### src/sv/tfe_pkg.sv
package tfe_pkg;

    // Item kinds
    localparam logic [1:0] KIND_DATA   = 2'd0;
    localparam logic [1:0] KIND_EMPTY  = 2'd1;
    localparam logic [1:0] KIND_POLL   = 2'd2;
    localparam logic [1:0] KIND_UNUSED = 2'd3;

    // Configuration register indexes
    localparam logic REG_DATA_FRAME_ID   = 1'b0;
    localparam logic REG_POLL_START_BYTE = 1'b1;

    localparam int unsigned CFG_ADDR_W  = 3;
    localparam int unsigned CFG_DATA_W  = 32;
    localparam int unsigned QUEUE_DEPTH = 2;

    // Register reset values
    localparam logic [7:0] DATA_FRAME_ID_RST   = 8'h10;
    localparam logic [7:0] POLL_START_BYTE_RST = 8'h7E;

    // Stuffing constants
    localparam logic [7:0] FLAG_BYTE = 8'h7E;
    localparam logic [7:0] ESC_BYTE  = 8'h7D;
    localparam logic [7:0] ESC_XOR   = 8'h20;

    // Byte slot of the check byte, and of the last poll header byte
    localparam logic [2:0] CHECK_IDX     = 3'd7;
    localparam logic [2:0] POLL_LAST_IDX = 3'd1;

    typedef struct packed {
        logic [1:0]  kind;
        logic [7:0]  sensor_id;
        logic [15:0] type_id;
        logic [31:0] value;
    } item_t;

    typedef struct packed {
        logic [7:0] out_byte;
        logic       last_byte;
    } result_t;

    // One classified frame waiting for the serializer
    typedef struct packed {
        logic            is_poll;
        logic [7:0][7:0] bytes;
    } frame_t;

endpackage

### src/sv/tfe_front.sv
module tfe_front
(
    input  logic                                 clk,
    input  logic                                 rst_n,
    // item side
    input  logic                                 push,
    input  tfe_pkg::item_t                       item,
    input  logic                                 q_full,
    output logic                                 q_wr,
    output tfe_pkg::frame_t                      q_wr_data,
    // configuration port
    input  logic                                 psel,
    input  logic                                 penable,
    input  logic                                 pwrite,
    input  logic [tfe_pkg::CFG_ADDR_W-1:0]       paddr,
    input  logic [tfe_pkg::CFG_DATA_W-1:0]       pwdata,
    output logic [tfe_pkg::CFG_DATA_W-1:0]       prdata
);

    logic [7:0] data_frame_id_reg;
    logic [7:0] poll_start_byte_reg;
    logic       cfg_wr;
    logic       cfg_idx;
    logic       accept;

    assign cfg_wr  = psel && penable && pwrite;
    assign cfg_idx = paddr[2];

    // Configuration registers
    always_ff @(posedge clk or negedge rst_n)
    begin
        if (!rst_n)
        begin
            data_frame_id_reg   <= tfe_pkg::DATA_FRAME_ID_RST;
            poll_start_byte_reg <= tfe_pkg::POLL_START_BYTE_RST;
        end
        else if (cfg_wr)
        begin
            case (cfg_idx)
                tfe_pkg::REG_DATA_FRAME_ID:   data_frame_id_reg   <= pwdata[7:0];
                tfe_pkg::REG_POLL_START_BYTE: poll_start_byte_reg <= pwdata[7:0];
                default: ;
            endcase
        end
    end

    // Register read back
    always_comb
    begin
        prdata = '0;
        case (cfg_idx)
            tfe_pkg::REG_DATA_FRAME_ID:   prdata[7:0] = data_frame_id_reg;
            tfe_pkg::REG_POLL_START_BYTE: prdata[7:0] = poll_start_byte_reg;
            default:                      prdata      = '0;
        endcase
    end

    // Classify the beat into a frame; unused kind is dropped
    assign accept = push && !q_full;
    assign q_wr   = accept && (item.kind != tfe_pkg::KIND_UNUSED);

    always_comb
    begin
        q_wr_data = '0;
        case (item.kind)
            tfe_pkg::KIND_DATA:
            begin
                q_wr_data.bytes[0] = data_frame_id_reg;
                q_wr_data.bytes[1] = item.type_id[7:0];
                q_wr_data.bytes[2] = item.type_id[15:8];
                q_wr_data.bytes[3] = item.value[7:0];
                q_wr_data.bytes[4] = item.value[15:8];
                q_wr_data.bytes[5] = item.value[23:16];
                q_wr_data.bytes[6] = item.value[31:24];
            end
            tfe_pkg::KIND_EMPTY:
            begin
                q_wr_data.bytes[0] = data_frame_id_reg;
            end
            tfe_pkg::KIND_POLL:
            begin
                q_wr_data.is_poll  = 1'b1;
                q_wr_data.bytes[0] = poll_start_byte_reg;
                q_wr_data.bytes[1] = item.sensor_id;
            end
            default: q_wr_data = '0;
        endcase
    end

endmodule

### src/sv/tfe_queue.sv
module tfe_queue
#(
    parameter int unsigned DEPTH = tfe_pkg::QUEUE_DEPTH
)
(
    input  logic            clk,
    input  logic            rst_n,
    input  logic            wr_en,
    input  tfe_pkg::frame_t wr_data,
    output logic            full,
    input  logic            rd_en,
    output tfe_pkg::frame_t rd_data,
    output logic            rd_valid
);

    localparam int unsigned PTR_W = (DEPTH > 1) ? $clog2(DEPTH) : 1;
    localparam int unsigned CNT_W = $clog2(DEPTH + 1);

    tfe_pkg::frame_t  slot_reg [DEPTH];
    logic [PTR_W-1:0] wr_ptr_reg, wr_ptr_next;
    logic [PTR_W-1:0] rd_ptr_reg, rd_ptr_next;
    logic [CNT_W-1:0] count_reg,  count_next;
    logic             do_wr;
    logic             do_rd;

    assign full     = (count_reg == CNT_W'(DEPTH));
    assign rd_valid = (count_reg != '0);
    assign rd_data  = slot_reg[rd_ptr_reg];
    assign do_wr    = wr_en && !full;
    assign do_rd    = rd_en && rd_valid;

    // Pointer and fill count update
    always_comb
    begin
        wr_ptr_next = wr_ptr_reg;
        rd_ptr_next = rd_ptr_reg;
        count_next  = count_reg;
        if (do_wr)
        begin
            wr_ptr_next = (wr_ptr_reg == PTR_W'(DEPTH - 1)) ? '0 : wr_ptr_reg + 1'b1;
        end
        if (do_rd)
        begin
            rd_ptr_next = (rd_ptr_reg == PTR_W'(DEPTH - 1)) ? '0 : rd_ptr_reg + 1'b1;
        end
        if (do_wr && !do_rd)
        begin
            count_next = count_reg + 1'b1;
        end
        else if (do_rd && !do_wr)
        begin
            count_next = count_reg - 1'b1;
        end
    end

    always_ff @(posedge clk or negedge rst_n)
    begin
        if (!rst_n)
        begin
            wr_ptr_reg <= '0;
            rd_ptr_reg <= '0;
            count_reg  <= '0;
        end
        else
        begin
            wr_ptr_reg <= wr_ptr_next;
            rd_ptr_reg <= rd_ptr_next;
            count_reg  <= count_next;
        end
    end

    // Frame storage
    always_ff @(posedge clk)
    begin
        if (do_wr)
        begin
            slot_reg[wr_ptr_reg] <= wr_data;
        end
    end

endmodule

### src/sv/tfe_back.sv
module tfe_back
(
    input  logic             clk,
    input  logic             rst_n,
    input  logic             q_valid,
    input  tfe_pkg::frame_t  q_data,
    output logic             q_rd,
    output tfe_pkg::result_t result,
    output logic             empty,
    input  logic             pop
);

    logic [2:0]       idx_reg,  idx_next;
    logic             esc_reg,  esc_next;
    logic [7:0]       sum_reg,  sum_next;
    logic             out_valid_reg, out_valid_next;
    tfe_pkg::result_t out_reg,  out_next;

    logic       step;
    logic [7:0] cur_byte;
    logic       needs_stuff;
    logic       frame_last;
    logic [8:0] sum_wide;

    assign empty  = !out_valid_reg;
    assign result = out_reg;

    // Output register frees up when empty or being taken this cycle
    assign step = q_valid && (!out_valid_reg || pop);

    // Current unstuffed byte; the check byte is 0xFF minus the sum
    assign cur_byte = (!q_data.is_poll && (idx_reg == tfe_pkg::CHECK_IDX))
                      ? ~sum_reg : q_data.bytes[idx_reg];
    assign needs_stuff = !q_data.is_poll &&
                         ((cur_byte == tfe_pkg::FLAG_BYTE) || (cur_byte == tfe_pkg::ESC_BYTE));
    assign frame_last  = q_data.is_poll ? (idx_reg == tfe_pkg::POLL_LAST_IDX)
                                        : (idx_reg == tfe_pkg::CHECK_IDX);

    // End-around carry sum
    assign sum_wide = {1'b0, sum_reg} + {1'b0, cur_byte};

    // Byte sequencer
    always_comb
    begin
        idx_next       = idx_reg;
        esc_next       = esc_reg;
        sum_next       = sum_reg;
        out_next       = out_reg;
        out_valid_next = out_valid_reg && !pop;
        q_rd           = 1'b0;
        if (step)
        begin
            out_valid_next = 1'b1;
            if (needs_stuff && !esc_reg)
            begin
                out_next.out_byte  = tfe_pkg::ESC_BYTE;
                out_next.last_byte = 1'b0;
                esc_next           = 1'b1;
            end
            else
            begin
                out_next.out_byte  = esc_reg ? (cur_byte ^ tfe_pkg::ESC_XOR) : cur_byte;
                out_next.last_byte = frame_last;
                esc_next           = 1'b0;
                sum_next           = sum_wide[7:0] + {7'd0, sum_wide[8]};
                idx_next           = idx_reg + 1'b1;
                if (frame_last)
                begin
                    idx_next = '0;
                    sum_next = '0;
                    q_rd     = 1'b1;
                end
            end
        end
    end

    always_ff @(posedge clk or negedge rst_n)
    begin
        if (!rst_n)
        begin
            idx_reg       <= '0;
            esc_reg       <= 1'b0;
            sum_reg       <= '0;
            out_valid_reg <= 1'b0;
        end
        else
        begin
            idx_reg       <= idx_next;
            esc_reg       <= esc_next;
            sum_reg       <= sum_next;
            out_valid_reg <= out_valid_next;
        end
    end

    // Result payload
    always_ff @(posedge clk)
    begin
        out_reg <= out_next;
    end

endmodule

### src/sv/telemetry_frame_encoder.sv
// Channel   Direction  Handshake             Payload
// item      in         push / full           tfe_pkg::item_t (kind, sensor_id, type_id, value)
// result    out        empty / pop           tfe_pkg::result_t (out_byte, last_byte)
// config    in         psel/penable/pwrite   APB, reg 0 at 0x0, reg 1 at 0x4, pready tied high
//
// One output byte per cycle while pop is held high and a frame is queued: a data frame is 8 to 16
// bytes on the line, an empty frame 8 to 10, a poll header 2; the byte sequencer in the back end emits them.
// The front end takes a new item every cycle while the frame queue has room.
// Reset empties the queue, clears the sequencer and the output valid flag, and loads register defaults.
// Holding pop low stalls the sequencer; items keep entering until the queue fills.
module telemetry_frame_encoder
#(
    parameter int unsigned QUEUE_DEPTH = tfe_pkg::QUEUE_DEPTH
)
(
    input  logic                               clk,
    input  logic                               rst_n,
    input  logic                               push,
    output logic                               full,
    input  tfe_pkg::item_t                     item,
    output logic                               empty,
    input  logic                               pop,
    output tfe_pkg::result_t                   result,
    input  logic                               psel,
    input  logic                               penable,
    input  logic                               pwrite,
    input  logic [tfe_pkg::CFG_ADDR_W-1:0]     paddr,
    input  logic [tfe_pkg::CFG_DATA_W-1:0]     pwdata,
    output logic [tfe_pkg::CFG_DATA_W-1:0]     prdata,
    output logic                               pready
);

    logic            q_wr;
    logic            q_rd;
    logic            q_valid;
    tfe_pkg::frame_t q_wr_data;
    tfe_pkg::frame_t q_rd_data;

    assign pready = 1'b1;

    // Accept and classify
    tfe_front u_front
    (
        .clk       (clk),
        .rst_n     (rst_n),
        .push      (push),
        .item      (item),
        .q_full    (full),
        .q_wr      (q_wr),
        .q_wr_data (q_wr_data),
        .psel      (psel),
        .penable   (penable),
        .pwrite    (pwrite),
        .paddr     (paddr),
        .pwdata    (pwdata),
        .prdata    (prdata)
    );

    // Frame queue between front and back
    tfe_queue #(.DEPTH(QUEUE_DEPTH)) u_queue
    (
        .clk      (clk),
        .rst_n    (rst_n),
        .wr_en    (q_wr),
        .wr_data  (q_wr_data),
        .full     (full),
        .rd_en    (q_rd),
        .rd_data  (q_rd_data),
        .rd_valid (q_valid)
    );

    // Stuff and serialize
    tfe_back u_back
    (
        .clk     (clk),
        .rst_n   (rst_n),
        .q_valid (q_valid),
        .q_data  (q_rd_data),
        .q_rd    (q_rd),
        .result  (result),
        .empty   (empty),
        .pop     (pop)
    );

endmodule

### config.mk
export PLATFORM = sky130hd
export DESIGN_NAME = telemetry_frame_encoder
export DESIGN_NICKNAME = d
export VERILOG_FILES = /design/src/sv/tfe_pkg.sv /design/src/sv/tfe_front.sv /design/src/sv/tfe_queue.sv /design/src/sv/tfe_back.sv /design/src/sv/telemetry_frame_encoder.sv
export SDC_FILE = /design/constraint.sdc
export NUM_CORES = 1
export LEC_CHECK = 0
export BUFFER_PORTS_ARGS = -buffer_cell sky130_fd_sc_hd__buf_2
export CAP_MARGIN = 15
export CORE_ASPECT_RATIO = 0.6
export CORE_MARGIN = 1
export CORE_UTILIZATION = 55
export CTS_CLUSTER_DIAMETER = 60
export CTS_CLUSTER_SIZE = 30
export DETAILED_ROUTE_END_ITERATION = 16
export GPL_ROUTABILITY_DRIVEN = 0
export PLACE_DENSITY = 0.86
export SYNTH_ARGS = -nofsm -noshare
export SYNTH_HDL_FRONTEND = slang
export SYNTH_SLANG_ARGS = --single-unit
### constraint.sdc
create_clock -name clk -period 6.05 [get_ports clk]
set_input_delay 0.605 -clock clk [delete_from_list [all_inputs] [get_ports clk]]
set_output_delay 0.605 -clock clk [all_outputs]
set_load 0.1 [all_outputs]
==> impl_metrics.py, run 1 <==
metrics = {
    "outcome": {
        "status": "complete, no violations",
    },
    "floorplan": {
        "coreArea_um2": 13200,
        "dieHeight_um": 93.2,
        "dieArea_um2": 14400,
        "rows": 32,
        "start_util_pct": 57.9,
        "ios": 144,
        "die_w_um": 154,
    },
    "sta": {
        "holdWs_ns": 0.284,
        "max_freq_mhz": 188,
        "hold_viol": 0,
        "rsz0062_at_grt": "no",
        "setup-violations-final": 0,
        "drv_slew": 0,
        "skew_ns": 0.00840,
        "min_period_over_period_pct": 88.0,
        "relSlewSlack_pct": 40.6,
        "finalSetupTns_ns": 0,
        "tightestPinTransition_ns": 0.889,
        "fin_crit_ns": 5.32,
    },
    "detailed_routing": {
        "dr.pass1.iters": 5,
        "remaining_drc_errors": 0,
        "drt-total-wl_um": 16400,
        "vias": 4831,
        "postRouteAntennaNets": 0,
        "dr.first_iter.drc_count": 476,
        "vias_per_cell": 5.85,
        "wl_per_cell_um": 19.9,
    },
    "final_layout": {
        "antenna_cells": 0,
        "area_delta_synth_final_pct": 14.9,
        "seqCellArea_um2": 4530,
        "nFillCells": 882,
        "drive_gt1_share_pct": 28.8,
        "largest_reg_flops": 114,
        "nets": 758,
        "final_area_um2": 8760,
        "multi_input_area_um2": 2780,
        "instances_no_fill": 826,
    },
    "worst_setup_path": {
        "arrival_ns": 5.59,
        "reg2reg_from": "u_back.idx_reg[0]",
        "critPathSlowestCell": "dfrtp_1",
        "setup.worst_path.start": "u_back.idx_reg[0]",
        "worstPathRequired_ns": 6.32,
        "start_kind": "flop",
        "r2r-end": "u_back.sum_reg[7]",
        "cp_max_fo": 17,
        "r2r_cells": 17,
        "critPathCaptureType": "flop",
        "reg2reg_setup_slack_ns": 0.73,
        "crit_chain": "buf_4 > mux4_2 > mux4_2 > a21o_1 > ha_1 > and3_1 > o21ai_0 > a21oi_1 > o21ai_0 > nand2b_1 > ha_1 > o2111ai_1 > nor4b_1 > and4b_1 > xnor3_1 > nand2_1 > mux2i_1",
        "worst-setup-path-type": "flop to flop",
        "max_stage_delay_ns": 0.78,
    },
    "yosys": {
        "synth_top_area_cell": "edfxtp_1",
        "synth.avg_cell_area_um2": 13.9,
        "synth_area_um2": 7620,
        "synth_edf_count": 123,
        "synthDistinctLibCells": 63,
        "synthArstFlopShare_pct": 21.2,
        "ys_top_cells_by_count": "edfxtp_1 (123), and2_1 (42), o21ai_0 (33)",
        "syn_inst": 547,
        "synth_warnings": 0,
        "yosys.area.top_type_share_pct": 48.4,
        "ys_seq_elements": 156,
        "synth_area_leaders": "edfxtp_1 (48%), dfrtp_1 (8.5%), mux4_2 (4.7%), and2_1 (3.4%), mux2i_1 (3.4%)",
        "synth.most_common_cell": "edfxtp_1",
        "ys.flop_type": "edfxtp_1",
        "seq_area_frac_synth_pct": 59.4,
    },
    "place": {
        "io_buffers": 92,
        "placed_cell_area_um2": 8150,
        "dp.cells": 794,
        "dp_hpwl_um": 11300,
    },
    "global_route": {
        "antenna_found_initial": 0,
        "grt_pass1_vias": 4924,
        "grt_max_degree": 58,
        "gr-total-overflow": 0,
        "grt_usage_pct": 24.7,
        "grt_pass1_wl_um": 25900,
    },
    "clock_network": {
        "hold_buffers": 0,
        "path_clk_slew_ns": 0.06,
        "cts_setup_buffers": 0,
        "cts.path.max_buffers": 2,
        "root_buffer": "clkbuf_16",
        "worst_skew_pair.late_latency_ns": 0.42,
        "cts_max_level": 4,
        "cts_buffers": 17,
        "clock_sinks": 156,
        "cts_tree": "built",
        "cts_resized": 0,
    },
    "job": {
        "drv_cap": 0,
    },
    "power_and_ir_drop": {
        "total_power_w": 0.00540,
        "p_leak_nw": 3.54,
        "powerDensity_nw_per_um2": 616,
        "peakVddDrop_mv": 0.309,
    },
    "hold_path": {
        "hold_path.class": "input pin to async pin",
    },
}
-- critical path, delay by kind of cell, from the launching register on --
| kind | cells | cell delay, ns |
|---|---|---|
| buf+inv | 1 | 0.29 |
| mux | 3 | 1.11 |
| flops | 1 | 0.78 |
| fa+ha+maj | 2 | 0.57 |
| xor+xnor | 1 | 0.21 |
| simple gates | 5 | 1.25 |
| compound gates | 5 | 0.95 |
-- layer usage --
| metal | GRT usage [%] | vias up | routed length (um) |
|---|---|---|---|
| met5 | 0 | - | 0 |
| li1 | - | 2173 | - |
| met2 | 38.8 | 235 | 7400 |
| met1 | 34.2 | 2397 | 7470 |
| met3 | 5.65 | 26 | 1300 |
| met4 | 8.25 | 0 | 253 |
-- power by group --
part | total (W) | internal [W] | switching [W]
logic | 0.00262 | 0.00101 | 0.00161
registers | 0.00167 | 0.00149 | 0.000180
clock network | 0.00111 | 0.000690 | 0.000421
total | 0.00540 | 0.00318 | 0.00221
-- cells by family (layout without fill, tap and decap cells) --
logic type / after synthesis / in the layout / synth area share, %
other cells: 2 / 25 / 0.0985
flops: 156 / 156 / 59.4
simple gates: 141 / 141 / 10.0
xor+xnor: 13 / 13 / 1.67
compound gates: 73 / 73 / 6.58
mux: 74 / 74 / 14.2
buf+inv: 73 / 159 / 5.45
fa+ha+maj: 15 / 15 / 2.56
-- worst max path at each step --
stage                     slack (ns)                 to  cells after the start
after detailed placement        0.86  u_back.sum_reg[7]                     17
after floorplan                 1.95  u_back.sum_reg[6]                     20
after global placement          1.07  u_back.sum_reg[7]                     17
after global routing            0.39  u_back.sum_reg[7]                     17
final                           0.73  u_back.sum_reg[7]                     17
after CTS                       0.80  u_back.sum_reg[7]                     17
-- stage by stage --
step | utilization (%) | worst slack (ns)
floorplan | - | 1.95
global placement | 61.9 | 1.07
detailed placement | 61.9 | 0.860
CTS | 66.5 | 0.801
global route | 66.5 | 0.388
finish | 66.5 | 0.728
-- cell usage in the layout (no fill, tap or decap), drive strengths merged, types with 8 or more instances in the layout --
master / n
mux2: 26
mux4: 21
a21oi: 8
inv: 26
edfxtp: 123
nand2b: 9
dfrtp: 26
o21ai: 34
ha: 14
nor3: 9
and2: 42
conb: 25
clkbuf: 21
buf: 102
mux2i: 27
nand2: 27
nor2: 29
-- final cells by class --
type	count	share of cell area, %
Timing Repair Buffer	102	6.11
Tap cell	170	2.43
Inverter	25	1.07
Clock inverter	11	1.93
Sequential cell	156	51.7
Clock buffer	21	5.03
Multi-Input combinational cell	341	31.7
No activity file was read; power rests on OpenSTA's default activity.
==> run 2, diff against run 1 <==
--- a/config.mk
+++ b/config.mk
@@ -17,2 +17,3 @@
 export PLACE_DENSITY = 0.86
+export SLEW_MARGIN = 25
 export SYNTH_ARGS = -nofsm -noshare
==> constraint.sdc (replaced) <==
create_clock -name clk -period 6.05 [get_ports clk]
set_input_delay 0.9075 -clock clk [delete_from_list [all_inputs] [get_ports clk]]
set_output_delay 0.9075 -clock clk [all_outputs]
set_load 0.1 [all_outputs]
==> run 2 against run 1 <==
  * Power down 1.6%
  * Utilization down 0.29 points
  * Fmax up 0.66%
  * Flip-flop and latch count unchanged
  * Critical path depth up 1
  * Sequential share of layout area up 0.22 points
  * Critical path type unchanged
==> impl_metrics.py, run 2 (synthesis gave the netlist of run 1 again) <==
metrics = {
    "clock_network": {
        "cts_resized": 0,
        "cts_tree": "built",
        "hold_buffers": 0,
        "cts_setup_buffers": 0,
        "path_clk_slew_ns": 0.06,
        "clock_sinks": 156,
        "cts.path.max_buffers": 2,
        "cts_buffers": 17,
        "root_buffer": "clkbuf_16",
        "worst_skew_pair.late_latency_ns": 0.42,
        "cts_max_level": 4,
    },
    "power_and_ir_drop": {
        "pwr-share-seq_pct": 31.5,
        "peakVddDrop_mv": 0.325,
        "power_frac_comb_pct": 49.1,
        "p_leak_nw": 3.52,
        "p_clk_share_pct": 19.4,
        "total_power_w": 0.00531,
        "powerDensity_nw_per_um2": 609,
        "sw_frac_of_total_pct": 41.5,
        "switchingPower_w": 0.00220,
        "p_int_w": 0.00311,
    },
    "sta": {
        "min_period_over_period_pct": 87.4,
        "fin_crit_ns": 5.29,
        "tightestPinTransition_ns": 0.926,
        "setup_ws_ns": 0.763,
        "setup-violations-final": 0,
        "finalSetupTns_ns": 0,
        "hold_viol": 0,
        "relSlewSlack_pct": 38.1,
        "max_freq_mhz": 189,
        "drv_slew": 0,
        "holdWs_ns": 0.509,
        "skew_ns": 0.00684,
        "rsz0062_at_grt": "no",
    },
    "worst_setup_path": {
        "worstPathRequired_ns": 6.31,
        "arrival_ns": 5.54,
        "start_kind": "flop",
        "cp_max_fo": 12,
        "crit_chain": "buf_4 > mux4_2 > a211oi_1 > a221o_1 > inv_1 > ha_1 > and3_1 > o21ai_0 > a21oi_1 > o21ai_0 > nand2b_1 > ha_1 > o2111ai_1 > nor4b_1 > and4b_1 > xnor3_1 > nand2_1 > mux2i_1",
        "critical_path.top_delay_family": "compound AO/OA/AOI/OAI gates",
        "worst-setup-path-type": "flop to flop",
        "critPathSlowestCell": "dfrtp_1",
        "critPathCaptureType": "flop",
        "max_stage_delay_ns": 0.79,
        "critPathBufInv": 2,
    },
    "floorplan": {
        "rows": 32,
        "dieArea_um2": 14400,
        "coreArea_um2": 13200,
        "dieHeight_um": 93.2,
        "die_w_um": 154,
        "start_util_pct": 57.9,
        "ios": 144,
    },
    "hold_path": {
        "hold_path.class": "flop to flop",
    },
    "detailed_routing": {
        "drt-total-wl_um": 16800,
        "postRouteAntennaNets": 0,
        "vias": 4842,
        "dr.first_iter.drc_count": 474,
        "vias_per_cell": 5.86,
        "dr.pass1.iters": 5,
        "wl_per_cell_um": 20.3,
        "remaining_drc_errors": 0,
    },
    "final_layout": {
        "layout_common_cells": "edfxtp_1 (123), buf_2 (92), and2_1 (41), o21ai_0 (33)",
        "largest_reg_flops": 114,
        "nets": 758,
        "antenna_cells": 0,
        "drive_gt1_share_pct": 29.0,
        "area_delta_synth_final_pct": 14.4,
        "layout_commonest_cell": "edfxtp_1",
        "instances_no_fill": 826,
    },
    "global_route": {
        "antenna_found_initial": 0,
        "grt_usage_pct": 24.9,
        "grt_max_degree": 58,
        "grt_pass1_vias": 4922,
        "grt_pass1_wl_um": 26100,
        "gr-total-overflow": 0,
    },
    "place": {
        "dp_hpwl_um": 11600,
        "dp_slack_ns": 0.867,
        "dp.cells": 794,
        "io_buffers": 92,
    },
    "outcome": {
        "status": "complete, no violations",
    },
    "job": {
        "drv_cap": 0,
    },
}
[run 2: changes by cell type in the layout (fill, tap and decap cells not counted), sizes merged]
| cell | change |
|---|---|
| clkinv | +2 |
| clkinvlp | +1 |
| bufinv | -2 |
| inv | -1 |
[run 2: final timing paths]
path / depth (start not counted) / startpoint / slack [ns] / endpoint
max reg2reg: 18 / u_queue.rd_ptr_reg / 0.76 / u_back.sum_reg[7]
min reg2reg: 1 / u_front.data_frame_id_reg[0] / 0.51 / u_front.data_frame_id_reg[0]
max in group asynchronous: 1 / rst_n / 4.95 / u_back.sum_reg[1]
min: 1 / u_front.data_frame_id_reg[0] / 0.51 / u_front.data_frame_id_reg[0]
max: 18 / u_queue.rd_ptr_reg / 0.76 / u_back.sum_reg[7]
min in group asynchronous: 1 / rst_n / 0.58 / u_front.data_frame_id_reg[5]
[run 2: stage by stage]
step                      instance area [um2]  util (%)
after floorplan                          7710         -
after global placement                   8150      61.9
after detailed placement                 8150      61.9
after CTS                                8720      66.2
after global routing                     8720      66.2
final                                    8720      66.2
[run 2: per-layer routing]
metal | wire [um] | track usage, % | vias to the layer above | part of all wire (%)
li1 | - | - | 2172 | -
met1 | 7260 | 33.0 | 2376 | 43
met2 | 7800 | 40.5 | 266 | 47
met3 | 1460 | 7.04 | 28 | 8.7
met4 | 244 | 7.17 | 0 | 1.5
met5 | 0 | 0 | - | 0
[run 2: layout make-up]
cell class,count,area [um2]
Sequential cell,156,4530
Fill cell,906,4450
Multi-Input combinational cell,341,2780
Timing Repair Buffer,102,536
Clock buffer,21,450
Tap cell,170,213
Clock inverter,11,121
Inverter,25,93.8
[run 2: worst register-to-register path: cells and delay by family (launching register included)]
family / cells / cell delay, ns
AO/OA/AOI/OAI: 6 / 1.30
AND/OR/NAND/NOR: 5 / 1.21
flip-flops: 1 / 0.79
multiplexers: 2 / 0.63
adder cells (fa/ha/maj): 2 / 0.55
buffers and inverters: 2 / 0.46
XOR/XNOR: 1 / 0.21
[run 2: power groups by stage]
stage / clock, W / combinational [W] / sequential, W
after floorplan: 0 / 0.00189 / 0.00183
after global placement: 0 / 0.00244 / 0.00166
after detailed placement: 0 / 0.00255 / 0.00168
after CTS: 0.00104 / 0.00258 / 0.00167
after global routing: 0.00108 / 0.00279 / 0.00170
final: 0.00103 / 0.00261 / 0.00167
==> run 3, diff against run 2 <==
CORE_ASPECT_RATIO = 1.75   (was 0.6)
==> run 3 against run 2 <==
  * Register-to-register slack gained 0.07 ns
  * Via count shrank 2.9%
  * Power shrank 0.90%
  * First-iteration DRC count shrank 27%
  * Worst setup slack gained 0.069 ns
  * Largest power group unchanged
  * Fmax grew 1.3%
==> impl_metrics.py, run 3 (synthesis gave the netlist of run 1 again) <==
metrics = {
    "sta": {
        "fin_crit_ns": 5.22,
        "drv_slew": 0,
        "setup-violations-final": 0,
        "hold_viol": 0,
        "max_freq_mhz": 192,
        "skew_ns": 0.00811,
        "tightestPinTransition_ns": 0.863,
        "min_period_over_period_pct": 86.3,
        "rsz0062_at_grt": "no",
        "finalSetupTns_ns": 0,
        "relSlewSlack_pct": 42.5,
    },
    "clock_network": {
        "root_buffer": "clkbuf_16",
        "cts_setup_buffers": 0,
        "path_clk_slew_ns": 0.06,
        "clock_sinks": 156,
        "cts_buffers": 17,
        "worst_skew_pair.late_latency_ns": 0.42,
        "hold_buffers": 0,
        "cts_max_level": 4,
        "cts_tree": "built",
        "cts_resized": 0,
        "cts.path.max_buffers": 2,
    },
    "detailed_routing": {
        "met3WireLength_um": 841,
        "drt-total-wl_um": 15500,
        "remaining_drc_errors": 0,
        "met2WireLength_um": 8470,
        "highest_layer": "met4",
        "dr.pass1.iters": 5,
        "dr.first_iter.drc_count": 347,
        "postRouteAntennaNets": 0,
        "wl_met1_um": 5590,
        "wl_per_cell_um": 18.7,
        "vias_per_cell": 5.67,
        "vias": 4704,
    },
    "final_layout": {
        "antenna_cells": 0,
        "instances_no_fill": 829,
        "largest_reg_flops": 114,
        "layout_common_cells": "edfxtp_1 (123), buf_2 (92), and2_1 (41), o21ai_0 (33)",
        "layout_commonest_cell": "edfxtp_1",
        "final_area_um2": 8720,
        "area_delta_synth_final_pct": 14.3,
        "drive_gt1_share_pct": 29.3,
        "nets": 757,
        "nFillCells": 948,
    },
    "worst_setup_path": {
        "start_kind": "flop",
        "cp_max_fo": 17,
        "critPathCaptureType": "flop",
        "arrival_ns": 5.48,
        "r2r_cells": 17,
        "worstPathRequired_ns": 6.31,
        "worst-setup-path-type": "flop to flop",
    },
    "place": {
        "dp_hpwl_um": 10700,
        "dp.cells": 797,
        "io_buffers": 92,
        "placed_cell_area_um2": 8150,
    },
    "global_route": {
        "gr-total-overflow": 0,
        "grt_usage_pct": 22.9,
        "grt_pass1_vias": 4836,
        "antenna_found_initial": 0,
        "grt_max_degree": 58,
        "grt_pass1_wl_um": 24500,
    },
    "hold_path": {
        "whs_path_depth": 2,
        "hold_path.class": "flop to flop",
    },
    "job": {
        "drv_cap": 0,
    },
    "power_and_ir_drop": {
        "p_leak_nw": 3.52,
        "peakVddDrop_mv": 0.383,
        "powerDensity_nw_per_um2": 604,
    },
    "floorplan": {
        "dieArea_um2": 14400,
        "start_util_pct": 56.7,
        "die_w_um": 91.0,
        "rows": 56,
        "coreArea_um2": 13500,
        "ios": 144,
        "dieHeight_um": 158,
    },
    "outcome": {
        "status": "complete, no violations",
    },
}
[run 3: critical path: stages, from the launching register on]
cell and delay (ns):
dfrtp_1 0.77, buf_4 0.30, mux4_2 0.53, mux4_2 0.54, a21o_1 0.22, ha_1 0.35, and3_1 0.23, o21ai_0 0.17
a21oi_1 0.25, o21ai_0 0.12, nand2b_1 0.10, ha_1 0.20, o2111ai_1 0.14, nor4b_1 0.49, and4b_1 0.28, xnor3_1 0.22
nand2_1 0.07, mux2i_1 0.07
[run 3: worst paths after layout]
check                                           from  slack, ns                      endpoint
worst max-delay path               u_back.idx_reg[0]       0.83             u_back.sum_reg[7]
worst min-delay path            u_back.out_valid_reg       0.50          u_back.out_valid_reg
worst max register to register     u_back.idx_reg[0]       0.83             u_back.sum_reg[7]
worst min register to register  u_back.out_valid_reg       0.50          u_back.out_valid_reg
max in group asynchronous                      rst_n       4.98             u_back.sum_reg[4]
min in group asynchronous                      rst_n       0.57  u_front.data_frame_id_reg[2]
[run 3: cell type report]
| cell class | instances | area, um2 | share of cell area (%) |
|---|---|---|---|
| well taps | 174 | 218 | 2.50 |
| inverters | 25 | 93.8 | 1.08 |
| repair buffers | 101 | 528 | 6.06 |
| multi-input cells | 341 | 2780 | 31.9 |
| flip-flops and latches | 156 | 4530 | 52.0 |
| clock buffers | 18 | 429 | 4.92 |
| clock inverters | 14 | 135 | 1.55 |
[run 3: through the flow]
step                util, %  hold slack, ns  worst slack, ns  power (W)
floorplan                 -           0.460             1.77    0.00372
global placement       60.6           0.484             1.18    0.00407
detailed placement     60.6           0.488            0.880    0.00420
CTS                    64.8           0.505            0.883    0.00524
global route           64.8           0.529            0.306    0.00556
finish                 64.8           0.501            0.832    0.00526
[run 3: power by group]
group | switching [W] | internal [W] | total, W
Clock | 0.000440 | 0.000576 | 0.00102
Combinational | 0.00160 | 0.00100 | 0.00260
Sequential | 0.000161 | 0.00149 | 0.00165
Total | 0.00220 | 0.00307 | 0.00526
[run 3: routing by layer]
metal / global-route usage [%] / vias up
met2: 41.9 / 225
met3: 5.48 / 50
li1: - / 2168
met4: 10.9 / 0
met5: 0 / -
met1: 24.7 / 2261
